**src/rtl/peak_normalizer_assert.svh**
```systemverilog
// ----------------------------------------------------------------------------
// Peak normalizer assertion macros
// Concurrent assertion wrappers, empty when synthesized.
// ----------------------------------------------------------------------------
`ifndef PEAK_NORMALIZER_ASSERT_SVH
`define PEAK_NORMALIZER_ASSERT_SVH

`ifndef SYNTHESIS
`define PN_ASSERT(label, clk, rst, prop, msg) \
   label: assert property (@(posedge clk) disable iff (rst) prop) else $error(msg);
`define PN_ASSERT_NEVER(label, clk, rst, expr, msg) \
   label: assert property (@(posedge clk) disable iff (rst) !(expr)) else $error(msg);
`else
`define PN_ASSERT(label, clk, rst, prop, msg)
`define PN_ASSERT_NEVER(label, clk, rst, expr, msg)
`endif

`endif

```
**src/rtl/pn_pkg.sv**
```systemverilog
`timescale 1ns / 1ps
// ----------------------------------------------------------------------------
// Peak normalizer package
// Shared types, widths and codes for the peak normalizer.
// ----------------------------------------------------------------------------
package pn_pkg;

   localparam int MAX_SAMPLES = 64;
   localparam int IDX_W       = $clog2(MAX_SAMPLES);
   localparam int CNT_W       = IDX_W + 1;
   localparam int SMP_W       = 24;
   localparam int GAIN_W      = 48;
   localparam int FRAC_W      = 24;
   localparam int DIV_STEPS   = GAIN_W;
   localparam int DIV_CNT_W   = $clog2(DIV_STEPS);

   localparam logic [GAIN_W-1:0] GAIN_ONE = GAIN_W'(1) << FRAC_W;

   localparam logic [2:0] STATUS_OK         = 3'd0;
   localparam logic [2:0] STATUS_MISALIGNED = 3'd1;
   localparam logic [2:0] STATUS_ZERO_GAIN  = 3'd2;
   localparam logic [2:0] STATUS_RANGE      = 3'd3;
   localparam logic [2:0] STATUS_OVERFLOW   = 3'd4;

   localparam logic [1:0] CSR_IDX_CHANNELS  = 2'd0;
   localparam logic [1:0] CSR_IDX_TARGET    = 2'd1;
   localparam logic [1:0] CSR_IDX_THRESHOLD = 2'd2;

   typedef struct packed {
      logic signed [SMP_W-1:0] sample_in;
      logic                    last_in;
   } pn_req_type;

   typedef struct packed {
      logic signed [SMP_W-1:0] sample_out;
      logic [2:0]              status;
      logic                    passthrough;
      logic [SMP_W-1:0]        peak_level;
      logic [GAIN_W-1:0]       applied_gain;
      logic                    last_out;
   } pn_rsp_type;

   typedef struct packed {
      logic               done;
      logic [GAIN_W-1:0]  quotient;
      logic [SMP_W-1:0]   remainder;
   } pn_div_res_type;

   typedef struct packed {
      logic                    done;
      logic                    out_of_range;
      logic signed [SMP_W-1:0] value;
   } pn_scl_res_type;

   typedef enum logic [3:0] {
      ST_IDLE,
      ST_CHECK,
      ST_MOD,
      ST_DECIDE,
      ST_DIV,
      ST_READ,
      ST_LAUNCH,
      ST_SCALE,
      ST_FAULT
   } pn_state_type;

endpackage

```
**src/rtl/pn_divider.sv**
```systemverilog
`timescale 1ns / 1ps
// ----------------------------------------------------------------------------
// Peak normalizer divider
// Restoring radix-2 divider, one quotient bit per cycle.
// ----------------------------------------------------------------------------
`include "peak_normalizer_assert.svh"
module pn_divider (
   input  logic                          clock,
   input  logic                          reset,
   input  logic                          start,
   input  logic [pn_pkg::GAIN_W-1:0]     dividend,
   input  logic [pn_pkg::SMP_W-1:0]      divisor,
   output pn_pkg::pn_div_res_type        result
);
   import pn_pkg::*;

   logic                 run_ff, run_in;
   logic                 done_ff, done_in;
   logic [DIV_CNT_W-1:0] cnt_ff, cnt_in;
   logic [GAIN_W-1:0]    dq_ff, dq_in;
   logic [SMP_W-1:0]     rem_ff, rem_in;
   logic [SMP_W-1:0]     dsr_ff, dsr_in;
   logic [SMP_W:0]       trial;
   logic [SMP_W+1:0]     diff;
   logic                 fits;

   assign trial = {rem_ff, dq_ff[GAIN_W-1]};
   assign diff  = {1'b0, trial} - {2'b00, dsr_ff};
   assign fits  = !diff[SMP_W+1];

   always_comb begin
      run_in  = run_ff;
      done_in = 1'b0;
      cnt_in  = cnt_ff;
      dq_in   = dq_ff;
      rem_in  = rem_ff;
      dsr_in  = dsr_ff;
      if (start) begin
         run_in = 1'b1;
         cnt_in = '0;
         dq_in  = dividend;
         rem_in = '0;
         dsr_in = divisor;
      end else if (run_ff) begin
         dq_in  = {dq_ff[GAIN_W-2:0], fits};
         rem_in = fits ? diff[SMP_W-1:0] : trial[SMP_W-1:0];
         cnt_in = cnt_ff + DIV_CNT_W'(1);
         if (cnt_ff == DIV_CNT_W'(DIV_STEPS - 1)) begin
            run_in  = 1'b0;
            done_in = 1'b1;
         end
      end
   end

   always_ff @(posedge clock) begin
      if (reset) begin
         run_ff  <= 1'b0;
         done_ff <= 1'b0;
      end else begin
         run_ff  <= run_in;
         done_ff <= done_in;
      end
      cnt_ff <= cnt_in;
      dq_ff  <= dq_in;
      rem_ff <= rem_in;
      dsr_ff <= dsr_in;
   end

   assign result.done      = done_ff;
   assign result.quotient  = dq_ff;
   assign result.remainder = rem_ff;

   `PN_ASSERT_NEVER(a_div_start_while_run, clock, reset, start && run_ff, "divider restarted")
   `PN_ASSERT(a_div_done_follows_run, clock, reset, done_ff |-> $past(run_ff), "stray done")
   `PN_ASSERT_NEVER(a_div_done_and_run, clock, reset, done_ff && run_ff, "done while running")

endmodule

```
**src/rtl/pn_scaler.sv**
```systemverilog
`timescale 1ns / 1ps
// ----------------------------------------------------------------------------
// Peak normalizer scaler
// Multiplies a sample by a Q24.24 gain in two halves on one multiplier,
// rounds half up to Q1.23 and flags results outside the sample range.
// ----------------------------------------------------------------------------
module pn_scaler (
   input  logic                             clock,
   input  logic                             reset,
   input  logic                             start,
   input  logic signed [pn_pkg::SMP_W-1:0]  sample,
   input  logic [pn_pkg::GAIN_W-1:0]        gain,
   output pn_pkg::pn_scl_res_type           result
);
   import pn_pkg::*;

   localparam int PROD_W = SMP_W + FRAC_W + 1;
   localparam int ACC_W  = PROD_W + 1;
   localparam logic signed [ACC_W-1:0] ROUND_BIAS = ACC_W'(1) <<< (FRAC_W - 1);

   logic                      run_ff, run_in;
   logic                      done_ff, done_in;
   logic [1:0]                ph_ff, ph_in;
   logic signed [SMP_W-1:0]   smp_ff, smp_in;
   logic [GAIN_W-1:0]         gain_ff, gain_in;
   logic signed [PROD_W-1:0]  prod_ff, prod_in;
   logic signed [ACC_W-1:0]   acc_ff, acc_in;
   logic [FRAC_W-1:0]         mul_b;

   assign mul_b   = (ph_ff == 2'd0) ? gain_ff[FRAC_W-1:0] : gain_ff[GAIN_W-1:FRAC_W];
   assign prod_in = smp_ff * $signed({1'b0, mul_b});

   always_comb begin
      run_in  = run_ff;
      done_in = 1'b0;
      ph_in   = ph_ff;
      smp_in  = smp_ff;
      gain_in = gain_ff;
      acc_in  = acc_ff;
      if (start) begin
         run_in  = 1'b1;
         ph_in   = 2'd0;
         smp_in  = sample;
         gain_in = gain;
      end else if (run_ff) begin
         ph_in = ph_ff + 2'd1;
         if (ph_ff == 2'd1) begin
            acc_in = {prod_ff[PROD_W-1], prod_ff} + ROUND_BIAS;
         end else if (ph_ff == 2'd2) begin
            acc_in  = acc_ff + {prod_ff[ACC_W-FRAC_W-1:0], {FRAC_W{1'b0}}};
            run_in  = 1'b0;
            done_in = 1'b1;
         end
      end
   end

   always_ff @(posedge clock) begin
      if (reset) begin
         run_ff  <= 1'b0;
         done_ff <= 1'b0;
      end else begin
         run_ff  <= run_in;
         done_ff <= done_in;
      end
      ph_ff   <= ph_in;
      smp_ff  <= smp_in;
      gain_ff <= gain_in;
      prod_ff <= prod_in;
      acc_ff  <= acc_in;
   end

   assign result.done         = done_ff;
   assign result.value        = acc_ff[FRAC_W+SMP_W-1:FRAC_W];
   assign result.out_of_range = !((acc_ff[ACC_W-1:FRAC_W+SMP_W-1] == '0) ||
                                  (acc_ff[ACC_W-1:FRAC_W+SMP_W-1] == '1));

endmodule

```
**src/rtl/peak_normalizer.sv**
```systemverilog
`timescale 1ns / 1ps
// ----------------------------------------------------------------------------
// Peak normalizer
// Buffers interleaved Q1.23 samples, checks them and emits them scaled by
// target / peak (or unchanged below the silence threshold).
// ----------------------------------------------------------------------------
// Load: one sample per cycle while busy is low; the sample marked last sets busy.
// After last: a channel check by division, then the gain division, then a range
// scan over the samples and a second pass that emits them (a silent buffer goes straight to the emit pass).
// One result per strobe cycle; results cannot be stalled.
// Error buffers give one status result, with last_out set, in place of samples.
// Synchronous active-high reset clears buffer state and loads register defaults.
`include "peak_normalizer_assert.svh"
module peak_normalizer (
   input  logic                clock,
   input  logic                reset,
   input  logic                start,
   output logic                busy,
   input  pn_pkg::pn_req_type  req_data,
   output logic                rsp_strobe,
   output pn_pkg::pn_rsp_type  rsp_data,
   input  logic                psel,
   input  logic                penable,
   input  logic                pwrite,
   input  logic [3:0]          paddr,
   input  logic [31:0]         pwdata,
   output logic [31:0]         prdata,
   output logic                pready
);
   import pn_pkg::*;

   pn_state_type             state_ff, state_in;
   logic [4:0]               ch_ff, ch_in;
   logic [SMP_W-1:0]         tgt_ff, tgt_in;
   logic [SMP_W-2:0]         thr_ff, thr_in;
   logic [CNT_W-1:0]         count_ff, count_in;
   logic [SMP_W-1:0]         peak_ff, peak_in;
   logic                     ovf_ff, ovf_in;
   logic [IDX_W-1:0]         idx_ff, idx_in;
   logic                     emit_ff, emit_in;
   logic                     pass_ff, pass_in;
   logic [GAIN_W-1:0]        gain_ff, gain_in;
   logic [2:0]               fault_ff, fault_in;
   logic signed [SMP_W-1:0]  rd_ff;
   logic                     rsp_strobe_ff, rsp_strobe_in;
   pn_rsp_type               rsp_data_ff, rsp_data_in;
   logic signed [SMP_W-1:0]  sample_store [MAX_SAMPLES];

   logic                     csr_write;
   logic                     accept;
   logic                     room;
   logic [SMP_W-1:0]         mag;
   logic                     last_idx;
   logic                     silent;
   logic                     div_start;
   logic                     div_gain;
   logic [GAIN_W-1:0]        div_dividend;
   logic [SMP_W-1:0]         div_divisor;
   logic                     scl_start;
   logic                     start_pass;
   logic                     load_gain;
   logic                     scan_end;
   logic                     step_idx;
   logic                     emit_now;
   logic                     fault_now;
   logic                     set_fault;
   logic [2:0]               fault_code;
   logic                     clear;
   pn_div_res_type           div_res;
   pn_scl_res_type           scl_res;

   // configuration port
   assign pready    = 1'b1;
   assign csr_write = psel && penable && pwrite && pready;

   always_comb begin
      ch_in  = ch_ff;
      tgt_in = tgt_ff;
      thr_in = thr_ff;
      if (csr_write) begin
         unique case (paddr[3:2])
            CSR_IDX_CHANNELS:  ch_in  = pwdata[4:0];
            CSR_IDX_TARGET:    tgt_in = pwdata[SMP_W-1:0];
            CSR_IDX_THRESHOLD: thr_in = pwdata[SMP_W-2:0];
            default: ;
         endcase
      end
   end

   always_comb begin
      unique case (paddr[3:2])
         CSR_IDX_CHANNELS:  prdata = {27'd0, ch_ff};
         CSR_IDX_TARGET:    prdata = {8'd0, tgt_ff};
         CSR_IDX_THRESHOLD: prdata = {9'd0, thr_ff};
         default:           prdata = '0;
      endcase
   end

   // shared units
   assign div_dividend = div_gain ? {tgt_ff, {FRAC_W{1'b0}}} : GAIN_W'(count_ff);
   assign div_divisor  = div_gain ? peak_ff :
                         ((ch_ff == 5'd0) ? SMP_W'(1) : SMP_W'(ch_ff));

   pn_divider u_divider (
      .clock    (clock),
      .reset    (reset),
      .start    (div_start),
      .dividend (div_dividend),
      .divisor  (div_divisor),
      .result   (div_res)
   );

   pn_scaler u_scaler (
      .clock  (clock),
      .reset  (reset),
      .start  (scl_start),
      .sample (rd_ff),
      .gain   (gain_ff),
      .result (scl_res)
   );

   assign busy     = (state_ff != ST_IDLE);
   assign accept   = start && !busy;
   assign room     = (count_ff < CNT_W'(MAX_SAMPLES));
   assign mag      = req_data.sample_in[SMP_W-1] ? SMP_W'(-req_data.sample_in)
                                                 : SMP_W'(req_data.sample_in);
   assign last_idx = (idx_ff == IDX_W'(count_ff - CNT_W'(1)));
   assign silent   = (peak_ff < {1'b0, thr_ff});

   // next state
   always_comb begin
      state_in = state_ff;
      unique case (state_ff)
         ST_IDLE:   if (accept && req_data.last_in) state_in = ST_CHECK;
         ST_CHECK:  state_in = ovf_ff ? ST_FAULT : ST_MOD;
         ST_MOD:    if (div_res.done) state_in = ST_DECIDE;
         ST_DECIDE: begin
            priority if (div_res.remainder != '0) state_in = ST_FAULT;
            else if (silent)                      state_in = ST_READ;
            else if (peak_ff == '0)               state_in = ST_FAULT;
            else                                  state_in = ST_DIV;
         end
         ST_DIV:    if (div_res.done) state_in = ST_READ;
         ST_READ:   state_in = ST_LAUNCH;
         ST_LAUNCH: state_in = ST_SCALE;
         ST_SCALE: begin
            if (scl_res.done) begin
               priority if (!emit_ff && scl_res.out_of_range) state_in = ST_FAULT;
               else if (emit_ff && last_idx)                  state_in = ST_IDLE;
               else                                           state_in = ST_READ;
            end
         end
         ST_FAULT:  state_in = ST_IDLE;
         default:   state_in = ST_IDLE;
      endcase
   end

   // control outputs
   always_comb begin
      div_start  = 1'b0;
      div_gain   = 1'b0;
      scl_start  = 1'b0;
      start_pass = 1'b0;
      load_gain  = 1'b0;
      scan_end   = 1'b0;
      step_idx   = 1'b0;
      emit_now   = 1'b0;
      fault_now  = 1'b0;
      set_fault  = 1'b0;
      fault_code = STATUS_OK;
      unique case (state_ff)
         ST_CHECK: begin
            if (ovf_ff) begin
               set_fault  = 1'b1;
               fault_code = STATUS_OVERFLOW;
            end else begin
               div_start = 1'b1;
            end
         end
         ST_DECIDE: begin
            div_gain = 1'b1;
            priority if (div_res.remainder != '0) begin
               set_fault  = 1'b1;
               fault_code = STATUS_MISALIGNED;
            end else if (silent) begin
               start_pass = 1'b1;
            end else if (peak_ff == '0) begin
               set_fault  = 1'b1;
               fault_code = STATUS_ZERO_GAIN;
            end else begin
               div_start = 1'b1;
            end
         end
         ST_DIV:    load_gain = div_res.done;
         ST_LAUNCH: scl_start = 1'b1;
         ST_SCALE: begin
            if (scl_res.done) begin
               if (emit_ff) begin
                  emit_now = 1'b1;
                  step_idx = !last_idx;
               end else if (scl_res.out_of_range) begin
                  set_fault  = 1'b1;
                  fault_code = STATUS_RANGE;
               end else begin
                  scan_end = last_idx;
                  step_idx = !last_idx;
               end
            end
         end
         ST_FAULT:  fault_now = 1'b1;
         default: ;
      endcase
   end

   assign clear = fault_now || (emit_now && last_idx);

   // buffer and sequencing state
   always_comb begin
      count_in = count_ff;
      peak_in  = peak_ff;
      ovf_in   = ovf_ff;
      idx_in   = idx_ff;
      emit_in  = emit_ff;
      pass_in  = pass_ff;
      gain_in  = gain_ff;
      fault_in = set_fault ? fault_code : fault_ff;
      if (accept) begin
         if (room) begin
            count_in = count_ff + CNT_W'(1);
            if (mag > peak_ff) peak_in = mag;
         end else begin
            ovf_in = 1'b1;
         end
      end
      if (start_pass) begin
         pass_in = 1'b1;
         gain_in = GAIN_ONE;
         emit_in = 1'b1;
         idx_in  = '0;
      end
      if (load_gain) begin
         pass_in = 1'b0;
         gain_in = div_res.quotient;
         emit_in = 1'b0;
         idx_in  = '0;
      end
      if (scan_end) begin
         emit_in = 1'b1;
         idx_in  = '0;
      end
      if (step_idx) idx_in = idx_ff + IDX_W'(1);
      if (clear) begin
         count_in = '0;
         peak_in  = '0;
         ovf_in   = 1'b0;
      end
   end

   // result register
   always_comb begin
      rsp_strobe_in            = emit_now || fault_now;
      rsp_data_in.sample_out   = emit_now ? scl_res.value : '0;
      rsp_data_in.status       = emit_now ? STATUS_OK : fault_ff;
      rsp_data_in.passthrough  = emit_now && pass_ff;
      rsp_data_in.peak_level   = (emit_now || fault_ff == STATUS_RANGE ||
                                  fault_ff == STATUS_ZERO_GAIN) ? peak_ff : '0;
      rsp_data_in.applied_gain = emit_now ? gain_ff : GAIN_ONE;
      rsp_data_in.last_out     = fault_now || last_idx;
   end

   always_ff @(posedge clock) begin
      if (reset) begin
         state_ff      <= ST_IDLE;
         ch_ff         <= 5'd2;
         tgt_ff        <= SMP_W'(1) << (SMP_W - 1);
         thr_ff        <= '0;
         count_ff      <= '0;
         peak_ff       <= '0;
         ovf_ff        <= 1'b0;
         emit_ff       <= 1'b0;
         pass_ff       <= 1'b0;
         rsp_strobe_ff <= 1'b0;
      end else begin
         state_ff      <= state_in;
         ch_ff         <= ch_in;
         tgt_ff        <= tgt_in;
         thr_ff        <= thr_in;
         count_ff      <= count_in;
         peak_ff       <= peak_in;
         ovf_ff        <= ovf_in;
         emit_ff       <= emit_in;
         pass_ff       <= pass_in;
         rsp_strobe_ff <= rsp_strobe_in;
      end
      idx_ff      <= idx_in;
      gain_ff     <= gain_in;
      fault_ff    <= fault_in;
      rsp_data_ff <= rsp_data_in;
   end

   // sample memory
   always_ff @(posedge clock) begin
      if (accept && room) sample_store[count_ff[IDX_W-1:0]] <= req_data.sample_in;
      rd_ff <= sample_store[idx_ff];
   end

   assign rsp_strobe = rsp_strobe_ff;
   assign rsp_data   = rsp_data_ff;

   `PN_ASSERT(a_rsp_from_busy, clock, reset, rsp_strobe_ff |-> $past(state_ff != ST_IDLE), "result while idle")
   `PN_ASSERT_NEVER(a_count_bound, clock, reset, count_ff > CNT_W'(MAX_SAMPLES), "count past buffer")
   `PN_ASSERT(a_error_shape, clock, reset, (rsp_strobe_ff && rsp_data_ff.status != STATUS_OK) |-> (rsp_data_ff.sample_out == '0 && rsp_data_ff.last_out), "bad error result")
   `PN_ASSERT(a_last_clears, clock, reset, (rsp_strobe_ff && rsp_data_ff.last_out) |-> (count_ff == '0 && !busy), "buffer not cleared")

endmodule

```
**config.mk**
```make
export PLATFORM = sky130hd
export DESIGN_NAME = peak_normalizer
export DESIGN_NICKNAME = d
export VERILOG_FILES = /design/src/rtl/pn_pkg.sv /design/src/rtl/pn_divider.sv /design/src/rtl/pn_scaler.sv /design/src/rtl/peak_normalizer.sv
export VERILOG_INCLUDE_DIRS = /design/src /design/src/rtl
export SDC_FILE = /design/constraint.sdc
export NUM_CORES = 2
export LEC_CHECK = 0
export BUFFER_PORTS_ARGS = -buffer_cell sky130_fd_sc_hd__buf_2
export CELL_PAD_IN_SITES_DETAIL_PLACEMENT = 1
export CELL_PAD_IN_SITES_GLOBAL_PLACEMENT = 2
export CORE_ASPECT_RATIO = 1.1
export CORE_UTILIZATION = 51
export DETAILED_ROUTE_END_ITERATION = 16
export HOLD_SLACK_MARGIN = 0.02
export PLACE_DENSITY_LB_ADDON = 0.1
export SKIP_CTS_REPAIR_TIMING = 1
export SYNTH_ARGS = -nofsm -noshare
export SYNTH_HDL_FRONTEND = slang
export SYNTH_HIERARCHICAL = 1
export SYNTH_SLANG_ARGS = --single-unit
```
**constraint.sdc**
```tcl
create_clock -name clock -period 19.2 [get_ports clock]
set_input_delay 0.96 -clock clock [delete_from_list [all_inputs] [get_ports clock]]
set_output_delay 0.96 -clock clock [all_outputs]
set_load 0.1 [all_outputs]
```
=== Word-level counts from Yosys, hierarchy flattened ===
Memory sizes are Yosys's and may differ from the RTL's. A register that Yosys moved wholly into a read port is not among the register bits.
Index checks and enable logic that the tools add are counted.

* Register bits: 528
* RAM bits: 1536
* Output and inout bits: 136
* Word-level logic and storage cells: 197
* Memories kept: 1

* Add/subtract/negate cells: 9
* $mul: 1
* $lt $le $gt $ge: 3
* Equality and inequality tests: 21
* Muxes and demuxes: 81
* Bitwise gates (word level): 4
* Reduce and logical (&&, ||, !) cells: 45

{| class="wikitable"
|+ Memories
! memory !! depth !! width !! rd ports !! clocked after memory_dff !! wr ports !! RTL line !! source
|-
| sample_store || 64 || 24 || 1 || 1 || 1 || peak_normalizer.sv:47 || <nowiki>logic signed [SMP_W-1:0] sample_store [MAX_SAMPLES];</nowiki>
|}

{| class="wikitable"
|+ Operators by type and width
! operator !! number
|-
| 2-to-1 mux 48 bit || 5
|-
| 2-to-1 mux 50 bit || 2
|-
| 2-to-1 mux 24 bit || 4
|-
| one-hot mux 24 bit (3 select lines) || 1
|-
| adder 49 x 25 -> 50 bit, second input constant || 1
|-
| adder 50 bit || 1
|-
| multiplier 24 x 25 -> 49 bit || 1
|-
| 2-to-1 mux 1 bit || 43
|-
| 2-to-1 mux 4 bit || 9
|-
| one-hot mux 4 bit (8 select lines) || 1
|-
| subtractor 25 x 24 -> 26 bit || 1
|-
| greater-than comparator 24 bit || 1
|-
| logical NOT 24 bit || 1
|-
| < comparator 24 x 23 -> 1 bit || 1
|-
| 2-to-1 mux 6 bit || 4
|-
| negation 24 bit || 1
|-
| nonzero test 24 bit || 1
|-
| == test 4 x 3 -> 1 bit, second input constant || 4
|-
| adder 6 x 1 -> 6 bit, second input constant || 2
|-
| 2-to-1 mux 2 bit || 6
|-
| AND reduction 2 bit || 5
|-
| logical AND 1 bit || 9
|-
| one-hot mux 3 bit (3 select lines) || 1
|-
| == test 4 x 2 -> 1 bit, second input constant || 2
|-
| 33 further kinds || 57
|}

=== Depth between registers and ports, before layout ===
* Depth in word-level cells: 8
* Gate-level depth with buffers: 31
* Mapped depth without buffers: 27

=== Modules after synthesis ===
Netlist, hierarchy kept.

{| class="wikitable"
|+ Modules (own cells, without submodules)
! module !! times used !! cells each !! area each (µm²) !! seq. area each (µm²)
|-
| peak_normalizer || 1 || 3571 || 69972.1 || 52160.0
|-
| pn_scaler || 1 || 2752 || 26106.3 || 4003.8
|-
| pn_divider || 1 || 503 || 5521.5 || 2802.7
|}

=== Least setup slack after synthesis ===
OpenSTA, ideal clock, no wires.

* Kind: flip-flop to flip-flop
* Start: register state_ff[1]
* End: register u_scaler.acc_ff[24], enable pin
* Setup time: 0.836 ns
* Arrival: 8.102 ns
* Slack: 10.261 ns
* Cell stages (with the launch flop): 5
* Buffers on the path: 1
* Clock period less this slack: 8.939 ns
* Cells stage by stage: dfxtp_1 > clkbuf_1 > nand2_1 > nor3_1 > nor2_1

* Cells in the longest elaborated chain, start to end: 4

{| class="wikitable"
|+ RTL lines
! what !! RTL line !! source
|-
| from (decl) || peak_normalizer.sv:32 || <nowiki>pn_state_type state_ff, state_in;</nowiki>
|-
| from (signal assigned) || peak_normalizer.sv:284 || <nowiki>state_ff <= state_in;</nowiki>
|-
| == test 4 x 3 -> 1 bit || peak_normalizer.sv:171 || <nowiki>unique case (state_ff)</nowiki>
|-
| 2-to-1 mux 1 bit || peak_normalizer.sv:171 ||
|-
| net scl_start || peak_normalizer.sv:59 || <nowiki>logic scl_start;</nowiki>
|-
| NOT 1 bit (no source line) || - ||
|-
| AND reduction 3 bit (no source line) || - ||
|-
| to (signal assigned) || pn_scaler.sv:69 || <nowiki>acc_ff <= acc_in;</nowiki>
|-
| to (decl) || pn_scaler.sv:27 || <nowiki>logic signed [ACC_W-1:0] acc_ff, acc_in;</nowiki>
|}

The timed path passes the listed nets, and every way through them passes these cells.
A chain may end at the register's enable or synchronous reset.

=== Worst setup path after layout ===
* Start: register u_scaler.ph_ff[0]
* End: register u_scaler.prod_ff[43]

* Cells in the longest elaborated chain, start to end: 3

{| class="wikitable"
|+ RTL lines
! what !! RTL line !! source
|-
| from (decl) || pn_scaler.sv:23 || <nowiki>logic [1:0] ph_ff, ph_in;</nowiki>
|-
| from (signal assigned) || pn_scaler.sv:65 || <nowiki>ph_ff <= ph_in;</nowiki>
|-
| logical NOT 2 bit || pn_scaler.sv:30 || <nowiki>assign mul_b = (ph_ff == 2'd0) ? gain_ff[FRAC_W-1:0] : gain_ff[GAIN_W-1:FRAC_W];</nowiki>
|-
| 2-to-1 mux 24 bit || pn_scaler.sv:30 ||
|-
| multiplier 24 x 25 -> 49 bit || pn_scaler.sv:31 || <nowiki>assign prod_in = smp_ff * $signed({1'b0, mul_b});</nowiki>
|-
| net u_scaler.prod_in[43] || pn_scaler.sv:26 || <nowiki>logic signed [PROD_W-1:0] prod_ff, prod_in;</nowiki>
|-
| to (signal assigned) || pn_scaler.sv:68 || <nowiki>prod_ff <= prod_in;</nowiki>
|-
| to (decl) || pn_scaler.sv:26 ||
|}

The timed path passes the listed nets, and every way through them passes these cells.

==> impl_metrics.toml <==
[outcome]
outcome = "completed"

[die]
die_w_um = 428
initial_utilization_pct = 51.4
row_count = 171
ios = 203
die_area_sq_um = 201000
core-area_sq_um = 198000
die_h_um = 470

[global_route]
grt_max_degree = 159
grt.overflow.total = 0
antenna_found_initial = 18
grt_pass1_vias = 62700
track_usage_pct = 28.6
grt_pass1_wl_um = 416000

[yosys]
async_flop_share_pct = 0
netlist_instances = 6826
ys_types = 92
synth_top_area_share_pct = 52.1
seq_area_frac_synth_pct = 58.0
syn_avg_cell_area_sq_um = 14.9
synth_area_leaders = "edfxtp_1 52%, mux4_2 10%, fa_1 9.5%, dfxtp_1 5.9%, ha_1 3.8%"
syn_area_sq_um = 102000
synth_enable_flop_cells = 1763
ys_ff_latch = 2064
yosysTopAreaCell = "edfxtp_1"
yosysWarningCount = 6
synthFlopType = "edfxtp_1"

[cells_and_area]
layout-drive-gt1-share_pct = 18.4
nNetsFinal = 7854
fin_util_pct = 56.9
areaGrowthSynthToFinish_pct = 10.7
fill_cells = 18500
ff_latch_area_sq_um = 59000
stdcell_area_sq_um = 112000
multiInputGateArea_sq_um = 38900

[clock_network]
clkSinkCount = 2064
htreeDepth = 4
cts.root.buffer_cell = "clkbuf_16"
cts_tree = "built"
path_clk_slew_ps = 60
clkLatencyLatePin_ps = 870
cts_made_buffers = 203
clock_path_buffers = 3

[power_and_ir_drop]
ir_drop_v = 0.000306
p_per_area_nw_per_um2 = 166
power_leakage_nw = 42.3

[setup_path]
cp.required_ps = 19940
cpPeakStageDelay_ps = 650
worst_setup_path_end_kind = "flip-flop"
reg2reg_depth = 27
slowest_stage = "mux2_2"
crit_type = "flip-flop to flip-flop"
cp-start-kind = "flip-flop"
worstPathArrival_ps = 9570
cp_max_fo = 24

[min_path]
holdPathStages = 3
holdCritPathClass = "input pin to flip-flop"

[sta]
finalCriticalPeriod_ps = 8830
fmax_ghz = 0.113
slew_headroom_pct = 17.0
slew_viol_final = 0
setup_tns_ps = 0
hold_ws_ps = 320
fin_crit_sh_pct = 46.0
finClkSkew_ps = 45.5
rsz0062_at_grt = "false"
setup_violations = 0
worst_slew_pin_slew_ps = 1240
final_hold_viol_count = 0
layout_setup_ws_ps = 10370

[place]
routabilityCongestion = 0.867
place_area_sq_um = 106000
dp_hpwl_um = 187000
pre_cts_ws_ps = 10360
port_buffers = 183

[drt]
ant_nets = 0
first_pass_iters = 5
drc = 0
vias_per_cell = 5.97
wire_per_inst_um = 29.2
first_iter_violations = 4654
wl_um = 285000
num_vias = 58300

[run]
drv_cap = 0
## cell type report
type / instances / share of cell area, %
diodes: 6 / 0.0134
clock buffers: 252 / 4.85
clock inverters: 128 / 1.20
inverters: 664 / 2.22
multi-input cells: 3736 / 34.6
flip-flops and latches: 2064 / 52.4
well taps: 2595 / 2.89
repair buffers: 328 / 1.82
## logic make-up after synthesis
logic type | after synthesis | synth area share, %
flip-flops | 2064 | 58.0
other | 2 | 0.00739
AO/OA/AOI/OAI | 612 | 3.98
XOR/XNOR | 141 | 1.22
AND/OR/NAND/NOR | 1584 | 7.72
multiplexers | 583 | 11.6
buffers and inverters | 1050 | 4.14
adder cells (fa/ha/maj) | 790 | 13.3
## routing by layer
layer  wire (um)  global-route usage (%)  up-vias  share of wire [%]
li1            -                       -    25000                  -
met1      111000                    35.6    31000                 39
met2      146000                    49.7     1854                 51
met3       15100                    4.02      470                5.3
met4       12900                    12.0        6                4.5
met5          39                       0        -              0.014
## sequential cells by signal, indices dropped and copies added (netlist names), 6 cells and up
signal and count:
count_ff 7, u_scaler/prod_ff 49, u_divider/rem_ff 24, rd_ff 24
tgt_ff 24, idx_ff 6, u_divider/dq_ff 48, gain_ff 48
peak_ff 24, thr_ff 23, u_scaler/gain_ff 48, rsp_data 101
u_scaler/acc_ff 26, sample_store 1536, u_divider/cnt_ff 6, u_scaler/smp_ff 24
u_divider/dsr_ff 24
## through the flow
stage	std cells	total power (W)
6_report	9773	0.0187
5_1_grt	9769	0.0200
4_1_cts	9767	0.0189
3_5_place_dp	9387	0.0148
3_3_place_gp	9387	0.0147
2_1_floorplan	6850	0.0121
## cell usage in the layout (no fill, tap or decap), drive strengths merged, types with 33 or more instances in the layout
cell type / instances
xor2: 56
mux4: 467
a21o: 43
nand3: 56
nand4: 33
edfxtp: 1763
clkinv: 85
inv: 673
mux2i: 42
nor3: 83
a22oi: 38
fa: 484
and3: 94
ha: 306
xnor2: 85
o21ai: 115
dfxtp: 301
nand2: 580
nor2: 213
clkbuf: 252
mux2: 74
and2: 384
buf: 328
a21oi: 214
## worst paths after layout
kind	slack [ps]	endpoint	from
max	10370	u_scaler/prod_ff[43]	u_scaler/ph_ff[0]
min	320	tgt_ff[23]	pwdata[23]
max reg2reg	10370	u_scaler/prod_ff[43]	u_scaler/ph_ff[0]
min reg2reg	400	u_scaler/smp_ff[13]	rd_ff[13]
## synthesized netlist by cell type, types with 23 or more instances
library cell,n
and2_1,382
nand3_1,56
nand4_1,32
nor3_1,83
edfxtp_1,1763
o21ai_0,108
nor4_1,25
xor2_1,56
mux2_2,74
buf_4,48
dfxtp_1,301
clkbuf_1,257
inv_1,664
nor2b_1,23
nor2_1,213
a21o_1,43
ha_1,306
buf_2,57
xnor2_1,85
mux2i_1,42
a21oi_1,211
mux4_2,467
a22oi_1,38
nand2_1,580
fa_1,484
and3_1,94
## critical path: cells and delay by family (launching register included)
kind	cells	cell delay, ps
buffers and inverters	8	780
adder cells (fa/ha/maj)	9	4480
AO/OA/AOI/OAI	6	1670
flip-flops	1	340
multiplexers	1	650
XOR/XNOR	1	200
AND/OR/NAND/NOR	2	530
## power by group
part | total, W | internal, W | switching, W
sequential | 0.00543 | 0.00525 | 0.000182
combinational | 0.00925 | 0.00348 | 0.00578
clock | 0.00403 | 0.00229 | 0.00175
(Power assumes the default switching activity.)
